==> src/bor_pkg.sv <==
// Shared types, constants, and arithmetic helpers for the binaural object renderer.
// Used by the sequencer, the datapath, and the top level; no dependencies.
package bor_pkg;

   localparam int ITD_MAX     = 64;
   localparam int LINE_LEN    = ITD_MAX + 1;
   localparam int PTR_W       = $clog2(LINE_LEN);
   localparam int ITD_DELAY_W = 6;
   localparam int DLY_W       = (PTR_W + 1 > ITD_DELAY_W) ? PTR_W + 1 : ITD_DELAY_W;
   localparam int SMP_W       = 16;
   localparam int ST_W        = 24;
   localparam int OP_W        = 25;
   localparam int PROD_W      = 2 * OP_W;
   localparam int EAR_W       = 29;
   localparam int STEP_W      = 3;
   localparam int CSR_AW      = 5;
   localparam int CSR_DW      = 32;

   localparam logic [STEP_W-1:0] STEP_WAIT = 3'd0;
   localparam logic [STEP_W-1:0] STEP_Y    = 3'd1;
   localparam logic [STEP_W-1:0] STEP_ACC  = 3'd2;
   localparam logic [STEP_W-1:0] STEP_TILT = 3'd3;
   localparam logic [STEP_W-1:0] STEP_AIR  = 3'd4;
   localparam logic [STEP_W-1:0] STEP_NEAR = 3'd5;
   localparam logic [STEP_W-1:0] STEP_FAR  = 3'd6;
   localparam logic [STEP_W-1:0] STEP_OUT  = 3'd7;

   localparam logic signed [PROD_W-1:0] HALF15  = PROD_W'(1) << 14;
   localparam logic signed [PROD_W-1:0] HALF12  = PROD_W'(1) << 11;
   localparam logic signed [PROD_W-1:0] ST_MAX  = (PROD_W'(1) << (ST_W - 1)) - 1;
   localparam logic signed [PROD_W-1:0] ST_MIN  = -ST_MAX - 1;
   localparam logic signed [PROD_W-1:0] SMP_MAX = (PROD_W'(1) << (SMP_W - 1)) - 1;
   localparam logic signed [PROD_W-1:0] SMP_MIN = -SMP_MAX - 1;

   typedef struct packed {
      logic signed [SMP_W-1:0] sample_in;
      logic signed [SMP_W-1:0] left_in;
      logic signed [SMP_W-1:0] right_in;
   } req_type;

   typedef struct packed {
      logic signed [SMP_W-1:0] left_out;
      logic signed [SMP_W-1:0] right_out;
   } rsp_type;

   typedef struct packed {
      logic [14:0]        tilt_b0;
      logic signed [15:0] tilt_b1;
      logic signed [15:0] tilt_a1;
      logic [14:0]        air_coeff;
      logic [23:0]        near_scale;
      logic [23:0]        far_scale;
      logic [ITD_DELAY_W-1:0] itd_delay;
      logic               source_right;
   } cfg_type;

   typedef enum logic [2:0] {
      REG_TILT_B0      = 3'd0,
      REG_TILT_B1      = 3'd1,
      REG_TILT_A1      = 3'd2,
      REG_AIR_COEFF    = 3'd3,
      REG_NEAR_SCALE   = 3'd4,
      REG_FAR_SCALE    = 3'd5,
      REG_ITD_DELAY    = 3'd6,
      REG_SOURCE_RIGHT = 3'd7
   } reg_idx_type;

   typedef enum logic [2:0] {
      MA_B0   = 3'd0,
      MA_B1   = 3'd1,
      MA_A1   = 3'd2,
      MA_AIR  = 3'd3,
      MA_NEAR = 3'd4,
      MA_FAR  = 3'd5
   } mul_a_type;

   typedef enum logic [2:0] {
      MB_REQ_X = 3'd0,
      MB_X     = 3'd1,
      MB_Y     = 3'd2,
      MB_DIFF  = 3'd3,
      MB_MONO  = 3'd4,
      MB_DLY   = 3'd5
   } mul_b_type;

   typedef enum logic [1:0] {
      JC_NEXT = 2'd0,
      JC_REQ  = 2'd1,
      JC_RSP  = 2'd2
   } jump_type;

   typedef struct packed {
      logic              req_rdy;
      logic              mul_en;
      mul_a_type         a_sel;
      mul_b_type         b_sel;
      logic              ld_in;
      logic              ld_y;
      logic              ld_acc;
      logic              ld_tilt;
      logic              ld_air;
      logic              ld_dly;
      logic              ld_near;
      logic              ld_out;
      jump_type          jc;
      logic [STEP_W-1:0] target;
   } ctl_type;

   typedef struct packed {
      logic req_valid;
      logic mute;
      logic out_free;
   } seq_status_type;

   function automatic logic signed [PROD_W-1:0] rnd15(input logic signed [PROD_W-1:0] v);
      logic signed [PROD_W-1:0] t;
      t = v + HALF15;
      rnd15 = t >>> 15;
   endfunction

   function automatic logic signed [PROD_W-1:0] rnd12(input logic signed [PROD_W-1:0] v);
      logic signed [PROD_W-1:0] t;
      t = v + HALF12;
      rnd12 = t >>> 12;
   endfunction

   function automatic logic signed [ST_W-1:0] sat_st(input logic signed [PROD_W-1:0] v);
      if (v > ST_MAX) begin
         sat_st = {1'b0, {(ST_W-1){1'b1}}};
      end else if (v < ST_MIN) begin
         sat_st = {1'b1, {(ST_W-1){1'b0}}};
      end else begin
         sat_st = v[ST_W-1:0];
      end
   endfunction

   function automatic logic signed [SMP_W-1:0] sat_smp(input logic signed [PROD_W-1:0] v);
      if (v > SMP_MAX) begin
         sat_smp = {1'b0, {(SMP_W-1){1'b1}}};
      end else if (v < SMP_MIN) begin
         sat_smp = {1'b1, {(SMP_W-1){1'b0}}};
      end else begin
         sat_smp = v[SMP_W-1:0];
      end
   endfunction

endpackage

==> src/bor_ram.sv <==
// Generic single-write, single-read RAM with registered read data.
// No dependencies.
module bor_ram #(
   parameter int WIDTH = 16,
   parameter int DEPTH = 65
) (
   input  logic                     clock,
   input  logic                     wr_en,
   input  logic [$clog2(DEPTH)-1:0] wr_addr,
   input  logic [WIDTH-1:0]         wr_data,
   input  logic                     rd_en,
   input  logic [$clog2(DEPTH)-1:0] rd_addr,
   output logic [WIDTH-1:0]         rd_data
);

   logic [WIDTH-1:0] mem_ff [DEPTH];
   logic [WIDTH-1:0] rd_data_ff;

   always_ff @(posedge clock) begin
      if (wr_en) begin
         mem_ff[wr_addr] <= wr_data;
      end
      if (rd_en) begin
         rd_data_ff <= mem_ff[rd_addr];
      end
   end

   assign rd_data = rd_data_ff;

endmodule

==> src/bor_seq.sv <==
// Microcode sequencer: step counter, control ROM, and conditional jumps.
// Depends on bor_pkg.
module bor_seq
   import bor_pkg::*;
(
   input  logic           clock,
   input  logic           reset,
   input  seq_status_type status,
   output ctl_type        ctl
);

   logic [STEP_W-1:0] step_ff;
   logic [STEP_W-1:0] step_in;
   ctl_type           word;
   logic              go;

   function automatic ctl_type rom(input logic [STEP_W-1:0] step);
      ctl_type w;
      w        = '0;
      w.a_sel  = MA_B0;
      w.b_sel  = MB_X;
      w.jc     = JC_NEXT;
      w.target = STEP_WAIT;
      unique case (step)
         STEP_WAIT: begin
            w.req_rdy = 1'b1;
            w.mul_en  = 1'b1;
            w.a_sel   = MA_B0;
            w.b_sel   = MB_REQ_X;
            w.ld_in   = 1'b1;
            w.jc      = JC_REQ;
            w.target  = STEP_OUT;
         end
         STEP_Y: begin
            w.mul_en = 1'b1;
            w.a_sel  = MA_B1;
            w.b_sel  = MB_X;
            w.ld_y   = 1'b1;
         end
         STEP_ACC: begin
            w.mul_en = 1'b1;
            w.a_sel  = MA_A1;
            w.b_sel  = MB_Y;
            w.ld_acc = 1'b1;
         end
         STEP_TILT: begin
            w.mul_en  = 1'b1;
            w.a_sel   = MA_AIR;
            w.b_sel   = MB_DIFF;
            w.ld_tilt = 1'b1;
         end
         STEP_AIR: begin
            w.ld_air = 1'b1;
         end
         STEP_NEAR: begin
            w.mul_en = 1'b1;
            w.a_sel  = MA_NEAR;
            w.b_sel  = MB_MONO;
            w.ld_dly = 1'b1;
         end
         STEP_FAR: begin
            w.mul_en  = 1'b1;
            w.a_sel   = MA_FAR;
            w.b_sel   = MB_DLY;
            w.ld_near = 1'b1;
         end
         STEP_OUT: begin
            w.ld_out = 1'b1;
            w.jc     = JC_RSP;
            w.target = STEP_WAIT;
         end
      endcase
      return w;
   endfunction

   always_comb begin
      word = rom(step_ff);
      unique case (word.jc)
         JC_REQ:  go = status.req_valid;
         JC_RSP:  go = status.out_free;
         default: go = 1'b1;
      endcase

      priority if (!go) begin
         step_in = step_ff;
      end else if (word.jc == JC_RSP) begin
         step_in = word.target;
      end else if (word.jc == JC_REQ && status.mute) begin
         step_in = word.target;
      end else begin
         step_in = STEP_W'(step_ff + 1'b1);
      end

      ctl         = word;
      ctl.mul_en  = word.mul_en & go;
      ctl.ld_in   = word.ld_in & go;
      ctl.ld_y    = word.ld_y & go;
      ctl.ld_acc  = word.ld_acc & go;
      ctl.ld_tilt = word.ld_tilt & go;
      ctl.ld_air  = word.ld_air & go;
      ctl.ld_dly  = word.ld_dly & go;
      ctl.ld_near = word.ld_near & go;
      ctl.ld_out  = word.ld_out & go;
   end

   always_ff @(posedge clock) begin
      if (reset) begin
         step_ff <= STEP_WAIT;
      end else begin
         step_ff <= step_in;
      end
   end

   a_seq_no_hold: assert property (@(posedge clock) disable iff (reset)
      (step_ff != STEP_WAIT && step_ff != STEP_OUT) |=> step_ff != $past(step_ff))
      else $error("sequencer held in a compute step");

   a_seq_mute_skip: assert property (@(posedge clock) disable iff (reset)
      (step_ff == STEP_WAIT && status.req_valid && status.mute) |=> step_ff == STEP_OUT)
      else $error("muted request did not skip to output step");

endmodule

==> src/bor_dp.sv <==
// Datapath: shared multiplier, filter and gain registers, delay line, result register.
// Depends on bor_pkg and bor_ram; driven by the control word from bor_seq.
module bor_dp
   import bor_pkg::*;
(
   input  logic    clock,
   input  logic    reset,
   input  cfg_type cfg,
   input  ctl_type ctl,
   input  req_type req_data,
   output rsp_type rsp_data
);

   req_type                  in_ff;
   logic signed [PROD_W-1:0] prod_ff;
   logic signed [PROD_W-1:0] acc_ff;
   logic signed [ST_W-1:0]   y_ff;
   logic signed [OP_W-1:0]   diff_ff;
   logic signed [ST_W-1:0]   tilt_ff;
   logic signed [ST_W-1:0]   air_ff;
   logic signed [SMP_W-1:0]  mono_ff;
   logic signed [SMP_W-1:0]  dly_ff;
   logic signed [EAR_W-1:0]  near_ff;
   logic [PTR_W-1:0]         wp_ff;
   logic [LINE_LEN-1:0]      valid_ff;
   logic                     vld_rd_ff;
   logic                     dzero_ff;
   rsp_type                  rsp_ff;

   logic signed [OP_W-1:0]   op_a;
   logic signed [OP_W-1:0]   op_b;
   logic signed [ST_W-1:0]   y_in;
   logic signed [ST_W-1:0]   tilt_in;
   logic signed [ST_W-1:0]   air_in;
   logic signed [SMP_W-1:0]  mono_in;
   logic signed [OP_W-1:0]   diff_in;
   logic signed [SMP_W-1:0]  dly_in;
   logic signed [EAR_W-1:0]  ear_in;
   logic signed [EAR_W-1:0]  left_ear;
   logic signed [EAR_W-1:0]  right_ear;
   rsp_type                  rsp_in;
   logic [DLY_W-1:0]         d_ext;
   logic [DLY_W-1:0]         d_clamp;
   logic [DLY_W-1:0]         rsum;
   logic [PTR_W-1:0]         rd_addr;
   logic [PTR_W-1:0]         wp_next;
   logic                     d_zero;
   logic [SMP_W-1:0]         rd_data;

   always_comb begin
      unique case (ctl.a_sel)
         MA_B0:   op_a = {{(OP_W-15){1'b0}}, cfg.tilt_b0};
         MA_B1:   op_a = OP_W'(cfg.tilt_b1);
         MA_A1:   op_a = OP_W'(cfg.tilt_a1);
         MA_AIR:  op_a = {{(OP_W-15){1'b0}}, cfg.air_coeff};
         MA_NEAR: op_a = {{(OP_W-24){1'b0}}, cfg.near_scale};
         MA_FAR:  op_a = {{(OP_W-24){1'b0}}, cfg.far_scale};
         default: op_a = '0;
      endcase
      unique case (ctl.b_sel)
         MB_REQ_X: op_b = OP_W'(req_data.sample_in);
         MB_X:     op_b = OP_W'(in_ff.sample_in);
         MB_Y:     op_b = OP_W'(y_ff);
         MB_DIFF:  op_b = diff_ff;
         MB_MONO:  op_b = OP_W'(mono_ff);
         MB_DLY:   op_b = OP_W'(dly_ff);
         default:  op_b = '0;
      endcase
   end

   always_comb begin
      y_in    = sat_st(rnd15(prod_ff) + PROD_W'(tilt_ff));
      diff_in = OP_W'(y_ff) - OP_W'(air_ff);
      tilt_in = sat_st(rnd15(acc_ff - prod_ff));
      air_in  = sat_st(PROD_W'(air_ff) + rnd15(prod_ff));
      mono_in = sat_smp(PROD_W'(air_in));
      ear_in  = EAR_W'(rnd12(prod_ff));

      d_ext   = DLY_W'(cfg.itd_delay);
      d_clamp = (d_ext >= DLY_W'(ITD_MAX)) ? DLY_W'(ITD_MAX - 1) : d_ext;
      d_zero  = (d_clamp == '0);
      rsum    = DLY_W'(wp_ff) + DLY_W'(LINE_LEN) - d_clamp;
      rd_addr = (rsum >= DLY_W'(LINE_LEN)) ? PTR_W'(rsum - DLY_W'(LINE_LEN)) : PTR_W'(rsum);
      wp_next = (wp_ff == PTR_W'(LINE_LEN - 1)) ? '0 : PTR_W'(wp_ff + 1'b1);

      priority if (dzero_ff) begin
         dly_in = mono_ff;
      end else if (vld_rd_ff) begin
         dly_in = signed'(rd_data);
      end else begin
         dly_in = '0;
      end

      left_ear  = cfg.source_right ? ear_in : near_ff;
      right_ear = cfg.source_right ? near_ff : ear_in;
      if (cfg.near_scale == '0) begin
         rsp_in.left_out  = in_ff.left_in;
         rsp_in.right_out = in_ff.right_in;
      end else begin
         rsp_in.left_out  = sat_smp(PROD_W'(in_ff.left_in) + PROD_W'(left_ear));
         rsp_in.right_out = sat_smp(PROD_W'(in_ff.right_in) + PROD_W'(right_ear));
      end
   end

   bor_ram #(
      .WIDTH(SMP_W),
      .DEPTH(LINE_LEN)
   ) u_line (
      .clock  (clock),
      .wr_en  (ctl.ld_air),
      .wr_addr(wp_ff),
      .wr_data(mono_in),
      .rd_en  (ctl.ld_air),
      .rd_addr(rd_addr),
      .rd_data(rd_data)
   );

   always_ff @(posedge clock) begin
      if (reset) begin
         tilt_ff  <= '0;
         air_ff   <= '0;
         wp_ff    <= '0;
         valid_ff <= '0;
      end else begin
         if (ctl.ld_tilt) begin
            tilt_ff <= tilt_in;
         end
         if (ctl.ld_air) begin
            air_ff            <= air_in;
            valid_ff[wp_ff]   <= 1'b1;
         end
         if (ctl.ld_dly) begin
            wp_ff <= wp_next;
         end
      end
   end

   always_ff @(posedge clock) begin
      if (ctl.mul_en) begin
         prod_ff <= op_a * op_b;
      end
      if (ctl.ld_in) begin
         in_ff <= req_data;
      end
      if (ctl.ld_y) begin
         y_ff <= y_in;
      end
      if (ctl.ld_acc) begin
         acc_ff  <= prod_ff;
         diff_ff <= diff_in;
      end
      if (ctl.ld_air) begin
         mono_ff   <= mono_in;
         vld_rd_ff <= valid_ff[rd_addr];
         dzero_ff  <= d_zero;
      end
      if (ctl.ld_dly) begin
         dly_ff <= dly_in;
      end
      if (ctl.ld_near) begin
         near_ff <= ear_in;
      end
      if (ctl.ld_out) begin
         rsp_ff <= rsp_in;
      end
   end

   assign rsp_data = rsp_ff;

   a_dp_read_addr: assert property (@(posedge clock) disable iff (reset)
      ctl.ld_air |-> ((rd_addr == wp_ff) == d_zero))
      else $error("delay line read address collides with write address");

   a_dp_wp_range: assert property (@(posedge clock) disable iff (reset)
      DLY_W'(wp_ff) < DLY_W'(LINE_LEN))
      else $error("delay line write pointer out of range");

endmodule

==> src/binaural_object_renderer.sv <==
// Binaural object renderer top level: APB register file, handshake, sequencer, datapath.
// Each accepted request runs the eight-step microcode program sharing one 25x25 multiplier;
// the next request is taken only after the output step, which waits for a free result register.
// Muted object (near_scale zero): the request skips from the wait step straight to the output step.
// Reset (synchronous, active high) restores register defaults, clears filter state, pointer
// and delay-line valid bits at once; no clearing pass.
module binaural_object_renderer
   import bor_pkg::*;
(
   input  logic              clock,
   input  logic              reset,
   input  logic              req_valid,
   output logic              req_ready,
   input  req_type           req_data,
   output logic              rsp_valid,
   input  logic              rsp_ready,
   output rsp_type           rsp_data,
   input  logic              psel,
   input  logic              penable,
   input  logic              pwrite,
   input  logic [CSR_AW-1:0] paddr,
   input  logic [CSR_DW-1:0] pwdata,
   output logic [CSR_DW-1:0] prdata,
   output logic              pready
);

   cfg_type        cfg_ff;
   logic           rsp_valid_ff;
   logic           csr_wr;
   reg_idx_type    csr_idx;
   seq_status_type status;
   ctl_type        ctl;

   assign pready  = 1'b1;
   assign csr_wr  = psel & penable & pwrite;
   assign csr_idx = reg_idx_type'(paddr[CSR_AW-1:2]);

   always_ff @(posedge clock) begin
      if (reset) begin
         cfg_ff.tilt_b0      <= '0;
         cfg_ff.tilt_b1      <= '0;
         cfg_ff.tilt_a1      <= '0;
         cfg_ff.air_coeff    <= '0;
         cfg_ff.near_scale   <= 24'd4096;
         cfg_ff.far_scale    <= 24'd4096;
         cfg_ff.itd_delay    <= '0;
         cfg_ff.source_right <= 1'b1;
      end else if (csr_wr) begin
         unique case (csr_idx)
            REG_TILT_B0:      cfg_ff.tilt_b0      <= pwdata[14:0];
            REG_TILT_B1:      cfg_ff.tilt_b1      <= pwdata[15:0];
            REG_TILT_A1:      cfg_ff.tilt_a1      <= pwdata[15:0];
            REG_AIR_COEFF:    cfg_ff.air_coeff    <= pwdata[14:0];
            REG_NEAR_SCALE:   cfg_ff.near_scale   <= pwdata[23:0];
            REG_FAR_SCALE:    cfg_ff.far_scale    <= pwdata[23:0];
            REG_ITD_DELAY:    cfg_ff.itd_delay    <= pwdata[ITD_DELAY_W-1:0];
            REG_SOURCE_RIGHT: cfg_ff.source_right <= pwdata[0];
         endcase
      end
   end

   always_comb begin
      unique case (csr_idx)
         REG_TILT_B0:      prdata = {{(CSR_DW-15){1'b0}}, cfg_ff.tilt_b0};
         REG_TILT_B1:      prdata = {{(CSR_DW-16){1'b0}}, cfg_ff.tilt_b1};
         REG_TILT_A1:      prdata = {{(CSR_DW-16){1'b0}}, cfg_ff.tilt_a1};
         REG_AIR_COEFF:    prdata = {{(CSR_DW-15){1'b0}}, cfg_ff.air_coeff};
         REG_NEAR_SCALE:   prdata = {{(CSR_DW-24){1'b0}}, cfg_ff.near_scale};
         REG_FAR_SCALE:    prdata = {{(CSR_DW-24){1'b0}}, cfg_ff.far_scale};
         REG_ITD_DELAY:    prdata = {{(CSR_DW-ITD_DELAY_W){1'b0}}, cfg_ff.itd_delay};
         REG_SOURCE_RIGHT: prdata = {{(CSR_DW-1){1'b0}}, cfg_ff.source_right};
      endcase
   end

   assign status.req_valid = req_valid;
   assign status.mute      = (cfg_ff.near_scale == '0);
   assign status.out_free  = ~rsp_valid_ff | rsp_ready;

   bor_seq u_seq (
      .clock (clock),
      .reset (reset),
      .status(status),
      .ctl   (ctl)
   );

   bor_dp u_dp (
      .clock   (clock),
      .reset   (reset),
      .cfg     (cfg_ff),
      .ctl     (ctl),
      .req_data(req_data),
      .rsp_data(rsp_data)
   );

   assign req_ready = ctl.req_rdy;

   always_ff @(posedge clock) begin
      if (reset) begin
         rsp_valid_ff <= 1'b0;
      end else if (ctl.ld_out) begin
         rsp_valid_ff <= 1'b1;
      end else if (rsp_ready) begin
         rsp_valid_ff <= 1'b0;
      end
   end

   assign rsp_valid = rsp_valid_ff;

   a_top_no_overwrite: assert property (@(posedge clock) disable iff (reset)
      ctl.ld_out |-> (!rsp_valid_ff || rsp_ready))
      else $error("response overwritten before it was taken");

   a_top_one_request: assert property (@(posedge clock) disable iff (reset)
      (req_valid && req_ready) |=> !req_ready)
      else $error("request taken while previous request still in work");

endmodule

==> config.mk <==
export PLATFORM = sky130hd
export DESIGN_NAME = binaural_object_renderer
export DESIGN_NICKNAME = d
export VERILOG_FILES = /design/src/bor_pkg.sv /design/src/bor_ram.sv /design/src/bor_seq.sv /design/src/bor_dp.sv /design/src/binaural_object_renderer.sv
export SDC_FILE = /design/constraint.sdc
export NUM_CORES = 2
export LEC_CHECK = 0
export ABC_AREA = 1
export ABC_CLOCK_PERIOD_IN_PS = 9000
export BUFFER_PORTS_ARGS = -buffer_cell sky130_fd_sc_hd__buf_2
export CAP_MARGIN = 15
export CORE_MARGIN = 4
export CORE_UTILIZATION = 58
export DETAILED_ROUTE_END_ITERATION = 8
export GPL_ROUTABILITY_DRIVEN = 0
export PLACE_DENSITY = 0.77
export SLEW_MARGIN = 20
export SYNTH_ARGS = -nofsm -noshare
export SYNTH_HDL_FRONTEND = slang
export SYNTH_SLANG_ARGS = --single-unit
==> constraint.sdc <==
create_clock -name clock -period 9 [get_ports clock]
set_clock_uncertainty 0.15 [all_clocks]
set_input_delay 1.8 -clock clock [delete_from_list [all_inputs] [get_ports clock]]
set_output_delay 1.8 -clock clock [all_outputs]
set_load 0.03 [all_outputs]
# Word level (Yosys, flattened, before mapping)
# Memories as Yosys holds them, arrays and structs flattened. A register that Yosys moved wholly into a read port is not among the register bits.
# Cells that the tools add are included.
classes:
  mux: 42
  n_div: 0
  n_bitwise: 14
  order_cmp: 16
  multipliers: 1
  n_shift: 0
  n_eq_ne: 27
  reduce_logical: 17
  addsub: 14
op_table:
  columns: ["operator", "count"]
  rows:
  - ["$pmux W25 S6", 2]
  - ["$pmux W32 S8", 1]
  - ["$mux W16", 8]
  - ["$mux W24", 5]
  - ["$add A50 B16 Y50 const B", 2]
  - ["$gt A50 B16 Y1 const B", 2]
  - ["$gt A50 B24 Y1 const B", 2]
  - ["$lt A50 B16 Y1 const B", 2]
  - ["$lt A50 B24 Y1 const B", 2]
  - ["$or A65 B65 Y65", 1]
  - ["$add A16 B29 Y30", 2]
  - ["$mux W29", 2]
  - ["$mul A25 B25 Y50", 1]
  - ["$sub A50 B50 Y50", 1]
  - ["$pmux W7 S6", 1]
  - ["$add A41 B13 Y41 const B", 1]
  - ["$add A24 B35 Y36", 1]
  - ["$add A35 B24 Y36", 1]
  - ["$eq A3 B3 Y1 const B", 12]
  - ["$gt A35 B24 Y1 const B", 1]
  - ["$lt A35 B24 Y1 const B", 1]
  - ["$mux W32", 1]
  - ["$sub A24 B24 Y25", 1]
  - ["$eq A3 B2 Y1 const B", 8]
  - ["30 further kinds", 70]
word_totals:
  mem_bits_rw: 1040
  n_memories: 1
  latchBits: 0
  register_bits: 533
  elab_cells: 160
  output_inout_bits: 67
  mem_bits_ro: 0
  inputBits: 92
memory_table:
  columns: ["memory", "words", "width", "rd", "rd_ports_with_merged_regs", "write_ports", "line", "source"]
  rows:
  - ["u_dp.u_line.mem_ff", 65, 16, 1, 1, 1, "bor_ram.sv:16", "logic [WIDTH-1:0] mem_ff [DEPTH];"]

# Logic depth before layout (Yosys ltp)
logic_depth:
  ltp_word: 8
  mapped_depth: 45
  depth_no_buf: 44

# Cells and area by module
# A second synthesis with hierarchy kept.
unflattened:
  hier_cells: 11647
  hier_area_um2: 104133.6
modules_own_cells:
  columns: ["module", "area_each_um2", "n_inst", "cells_each", "seq_area_each_um2"]
  rows:
  - ["bor_dp", 55075.3, 1, 7225, 11170.7]
  - ["bor_ram", 42901.1, 1, 3541, 31710.4]
  - ["binaural_object_renderer", 5664.2, 1, 808, 2362.3]
  - ["bor_seq", 493.0, 1, 73, 60.1]

# Worst setup path after synthesis
# OpenSTA, ideal clock, no wires.
synth_timing:
  path_type: "input port to flip-flop"
  from: "input req_data[35] (netlist bit)"
  to: "register u_dp.prod_ff[49], data pin"
  required_time_ps: 8590
  t_arrival_ps: 8524
  setup_slack_ps: 67
  n_path_buf: 1
  setup_ps: 260
  cell_stages: 25
  path_cell_list: "a22o_1 > o21ai_0 > clkbuf_1 > nor2_1 > fa_1 > fa_1 > fa_1 > inv_1 > fa_1 > inv_1 > fa_1 > inv_1 > fa_1 > inv_1 > ha_1 > a21oi_1 > inv_1 > a31oi_1 > inv_1 > nand2_1 > o211ai_1 > o21bai_1 > a21boi_0 > o211ai_1 > xnor2_1"
synth_between:
  elab_chain_len: 2
synth_rtl:
  columns: ["item", "line", "source"]
  rows:
  - ["start: declaration", "binaural_object_renderer.sv:14", "input req_type req_data,"]
  - ["$pmux W25 S6", "bor_dp.sv:60", "unique case (ctl.b_sel)"]
  - ["$mul A25 B25 Y50", "bor_dp.sv:140", "prod_ff <= op_a * op_b;"]
  - ["end signal: assignment", "bor_dp.sv:140", null]
  - ["end: declaration", "bor_dp.sv:15", "logic signed [PROD_W-1:0] prod_ff;"]
# No other way between the ends.
# A chain may end at the register's enable or synchronous reset.

# Final worst setup path
layout_timing:
  from: "register u_seq.step_ff[0]"
  to: "register u_dp.prod_ff[47], data pin"
layout_between:
  elab_chain_len: 5
  elab_cells_between_ends: 22
  cone_classes: "mul: 1; eq/ne: 15; mux: 3; reduce/logical: 3"
layout_rtl:
  columns: ["item", "line", "source"]
  rows:
  - ["start: declaration", "bor_seq.sv:12", "logic [STEP_W-1:0] step_ff;"]
  - ["start signal: assignment", "bor_seq.sv:110", "step_ff <= step_in;"]
  - ["$eq A3 B3 Y1, or another cell as far along", "bor_seq.sv:24", "unique case (step)"]
  - ["$pmux W7 S6 (*)", "bor_seq.sv:24", null]
  - ["$eq A3 B3 Y1, or another cell as far along", "bor_dp.sv:51", "unique case (ctl.a_sel)"]
  - ["$pmux W25 S6, on equally long branches", "bor_dp.sv:51, bor_dp.sv:60", null]
  - ["$mul A25 B25 Y50 (*)", "bor_dp.sv:140", null]
# Mark *: on every way between the ends. The rest lies on a longest branch, timed or not.

==> qor.txt <==
Port Buffers: 139
Post-synth top area cell: edfxtp_1
Avg Inst Size Synth: 8.74 um^2
Die area: 188000 um^2
Number of nets in the layout: 13.6k
Pre-CTS setup slack: -0.379 ns
Synth unique cells: 69
DR DRC count: 0
Core ar.: 181000 um^2
Share of cells above drive strength 1: 9.10%
TritonCTS buffer count: 163
Num rows: 156
P per Cell Area: 286 nW/um^2
Setup ws final: 0.111 ns
Util after Layout: 65.0%
WS Path Type: reg -> reg
Crit path max fanout: 10
Yosys top cell area share: 38.5%
Tcrit/Tclk final: 98.8%
Hold_ws: 0.301 ns
LEAKAGE: 53.6 nW
Max Buffers Root-to-Sink: 3
GRT Overall Usage: 32.1%
Final WL: 307000 um
Largest net degree at the start of global routing: 204
Final setup viols: 0
EDFF count, synth: 1348
Register Area: 45300 um^2
DP Cell Count: 14.6k
CTS tree: built
Final hold vios: 0
Top FF cell, synth: edfxtp_1
Vias: 86.4k
Pint: 19.0 mW
Clock root cell: clkbuf_16
Drt first pass iters: 9
Most numerous cell in the Yosys netlist: nand2_1
Die Height: 434 um
Final slew viol count: 0
Num ports: 159
Synthesis-to-finish area growth: 11.6%
H-tree Lvls: 4
Sequential share of the synthesized area: 43.1%
Worst-Skew Late Latency: 0.84 ns
Max IR drop VDD: 418 uV
Type of the most critical hold path: reg -> reg
Critical Path Slowest Stage Cell: fa_1
Status: completed
Fin cells: 15.0k
Fillers: 13.8k
Number of max-cap violations: 0
Synth top area cells: edfxtp_1, fa_1, nand2_1
Most frequent cells after synthesis: nand2_1, inv_1, edfxtp_1
Period minus WS final: 8.89 ns
P_sw: 14.6 mW
WP data arrival: 9.29 ns
Detailed Route Iter0 Violations: 10.7k
Slew HR: 22.7%
Clock Sinks: 1589
Avg Vias per Cell: 5.78
Grt ovf: 0
Most frequent cell on the critical path: fa_1
Final ANT Viol Nets: 0
Gate power share: 48.5%
Clock power share: 19.9%
Worst path max stage delay: 0.60 ns
Synthesized area: 105000 um^2
Async S/R FF share, synth: 0%
Register bit total from synthesis: 1589
Seq pwr share: 31.6%
Clock slew at reported path FFs: 0.06 ns
Number of global-route vias before repair: 83.9k
Hold Buf Count CTS: 0
Antenna violations before repair: 11
DP Area: 111000 um^2
HPWL after detailed placement: 215000 um
Post-Syn Instances: 12.0k
CP Launch Type: register
Critical path capture point type: register
Drt wl/cell: 20.6 um
Post-Layout Inst Area: 117000 um^2
Global-route wire length before repair: 467000 um
Multi-input gate area: 50100 um^2
Warnings from Yosys: 0
Die X: 434 um
Starting Density: 58.2%
TNS Setup: 0 ns
FMAX: 112 MHz
Switching Fraction: 43.4%
Tot Pwr: 33.6 mW
Worst EP required: 9.40 ns
Worst-margin pin slew: 1.16 ns
-- logic make-up after synthesis --
family / share of synthesized area [%]
buffers and inverters: 9.95
AO/OA/AOI/OAI: 7.02
other: 0.00714
adder cells (fa/ha/maj): 17.5
XOR/XNOR: 2.21
AND/OR/NAND/NOR: 20.2
flip-flops: 43.1
-- final timing paths --
check              startpoint          endpoint  slack [ns]  depth (start not counted)
max          u_seq.step_ff[0]  u_dp.prod_ff[47]        0.11                         35
max reg2reg  u_seq.step_ff[0]  u_dp.prod_ff[47]        0.11                         35
min reg2reg   u_dp.prod_ff[0]    u_dp.acc_ff[0]        0.30                          0
min           u_dp.prod_ff[0]    u_dp.acc_ff[0]        0.30                          0
-- cell usage in the layout (no fill, tap or decap), types with 32 or more instances in the layout --
master,synthesis,final
nand2_1,3065,3041
inv_1,2197,2176
edfxtp_1,1348,1348
nand3_1,1002,993
nor2_1,841,814
fa_1,664,656
buf_4,37,478
a21oi_1,464,450
ha_1,412,409
o21ai_0,418,382
dfxtp_1,241,238
xor2_1,171,169
clkbuf_16,0,163
buf_2,224,139
nor3_1,92,91
xnor2_1,88,88
o21a_1,77,77
nand4_1,64,64
o211ai_1,60,60
o22ai_1,50,50
clkbuf_1,157,42
clkinv_1,18,39
a31oi_1,40,39
buf_12,0,38
inv_2,17,32
-- metal layers --
| layer | track usage, % | vias to the layer above | share of wire, % |
|---|---|---|---|
| met5 | 0 | - | 0.0098 |
| li1 | - | 39300 | - |
| met2 | 50.3 | 5076 | 46 |
| met4 | 24.1 | 4 | 8.8 |
| met1 | 39.5 | 40800 | 35 |
| met3 | 6.59 | 1249 | 10 |
-- what timing repair did --
item | 4_1_cts | 5_1_grt
buffers inserted | 7 | 26
pin swaps | 2 | 24
gates cloned | 0 | 1
gates resized for setup | 12 | 184
endpoints found under the setup margin | 18 | 24
-- power groups by stage --
stage               clock (mW)  sequential [mW]  combinational, mW
floorplan                    0             10.6               9.45
detailed placement           0             10.7               15.4
global route              7.07             10.6               17.6
global placement             0             10.7               15.0
CTS                       6.73             10.6               15.6
finish                    6.69             10.6               16.3
-- cell type report --
cell class / instances / share of cell area (%)
Antenna cell: 10 / 0.0213
Tap cell: 2370 / 2.53
Sequential cell: 1589 / 38.6
Inverter: 2232 / 7.17
Multi-Input combinational cell: 7774 / 42.7
Timing Repair Buffer: 677 / 4.51
Clock buffer: 217 / 3.74
Clock inverter: 84 / 0.739
-- critical path, delay by kind of cell (launching register included) --
kind / cells / cell delay, ns
AO/OA/AOI/OAI: 5 / 1.09
buffers and inverters: 12 / 1.49
XOR/XNOR: 1 / 0.15
AND/OR/NAND/NOR: 7 / 0.79
adder cells (fa/ha/maj): 10 / 4.60
flip-flops: 1 / 0.36
-- registers in the layout, indices dropped and copies added (netlist names) --
name	cells
u_dp.prod_ff	50
cfg_ff	117
u_dp.air_ff	24
u_dp.acc_ff	50
u_dp.near_ff	29
u_dp.valid_ff	65
u_seq.step_ff	3
u_dp.tilt_ff	24
rsp_valid	1
u_dp.mono_ff	16
u_dp.in_ff	48
u_dp.u_line.rd_data	16
u_dp.rsp_data	32
u_dp.diff_ff	25
u_dp.vld_rd_ff	1
u_dp.u_line.mem_ff	1040
u_dp.y_ff	24
u_dp.dzero_ff	1
u_dp.dly_ff	16
u_dp.wp_ff	7
(Power assumes the default switching activity.)
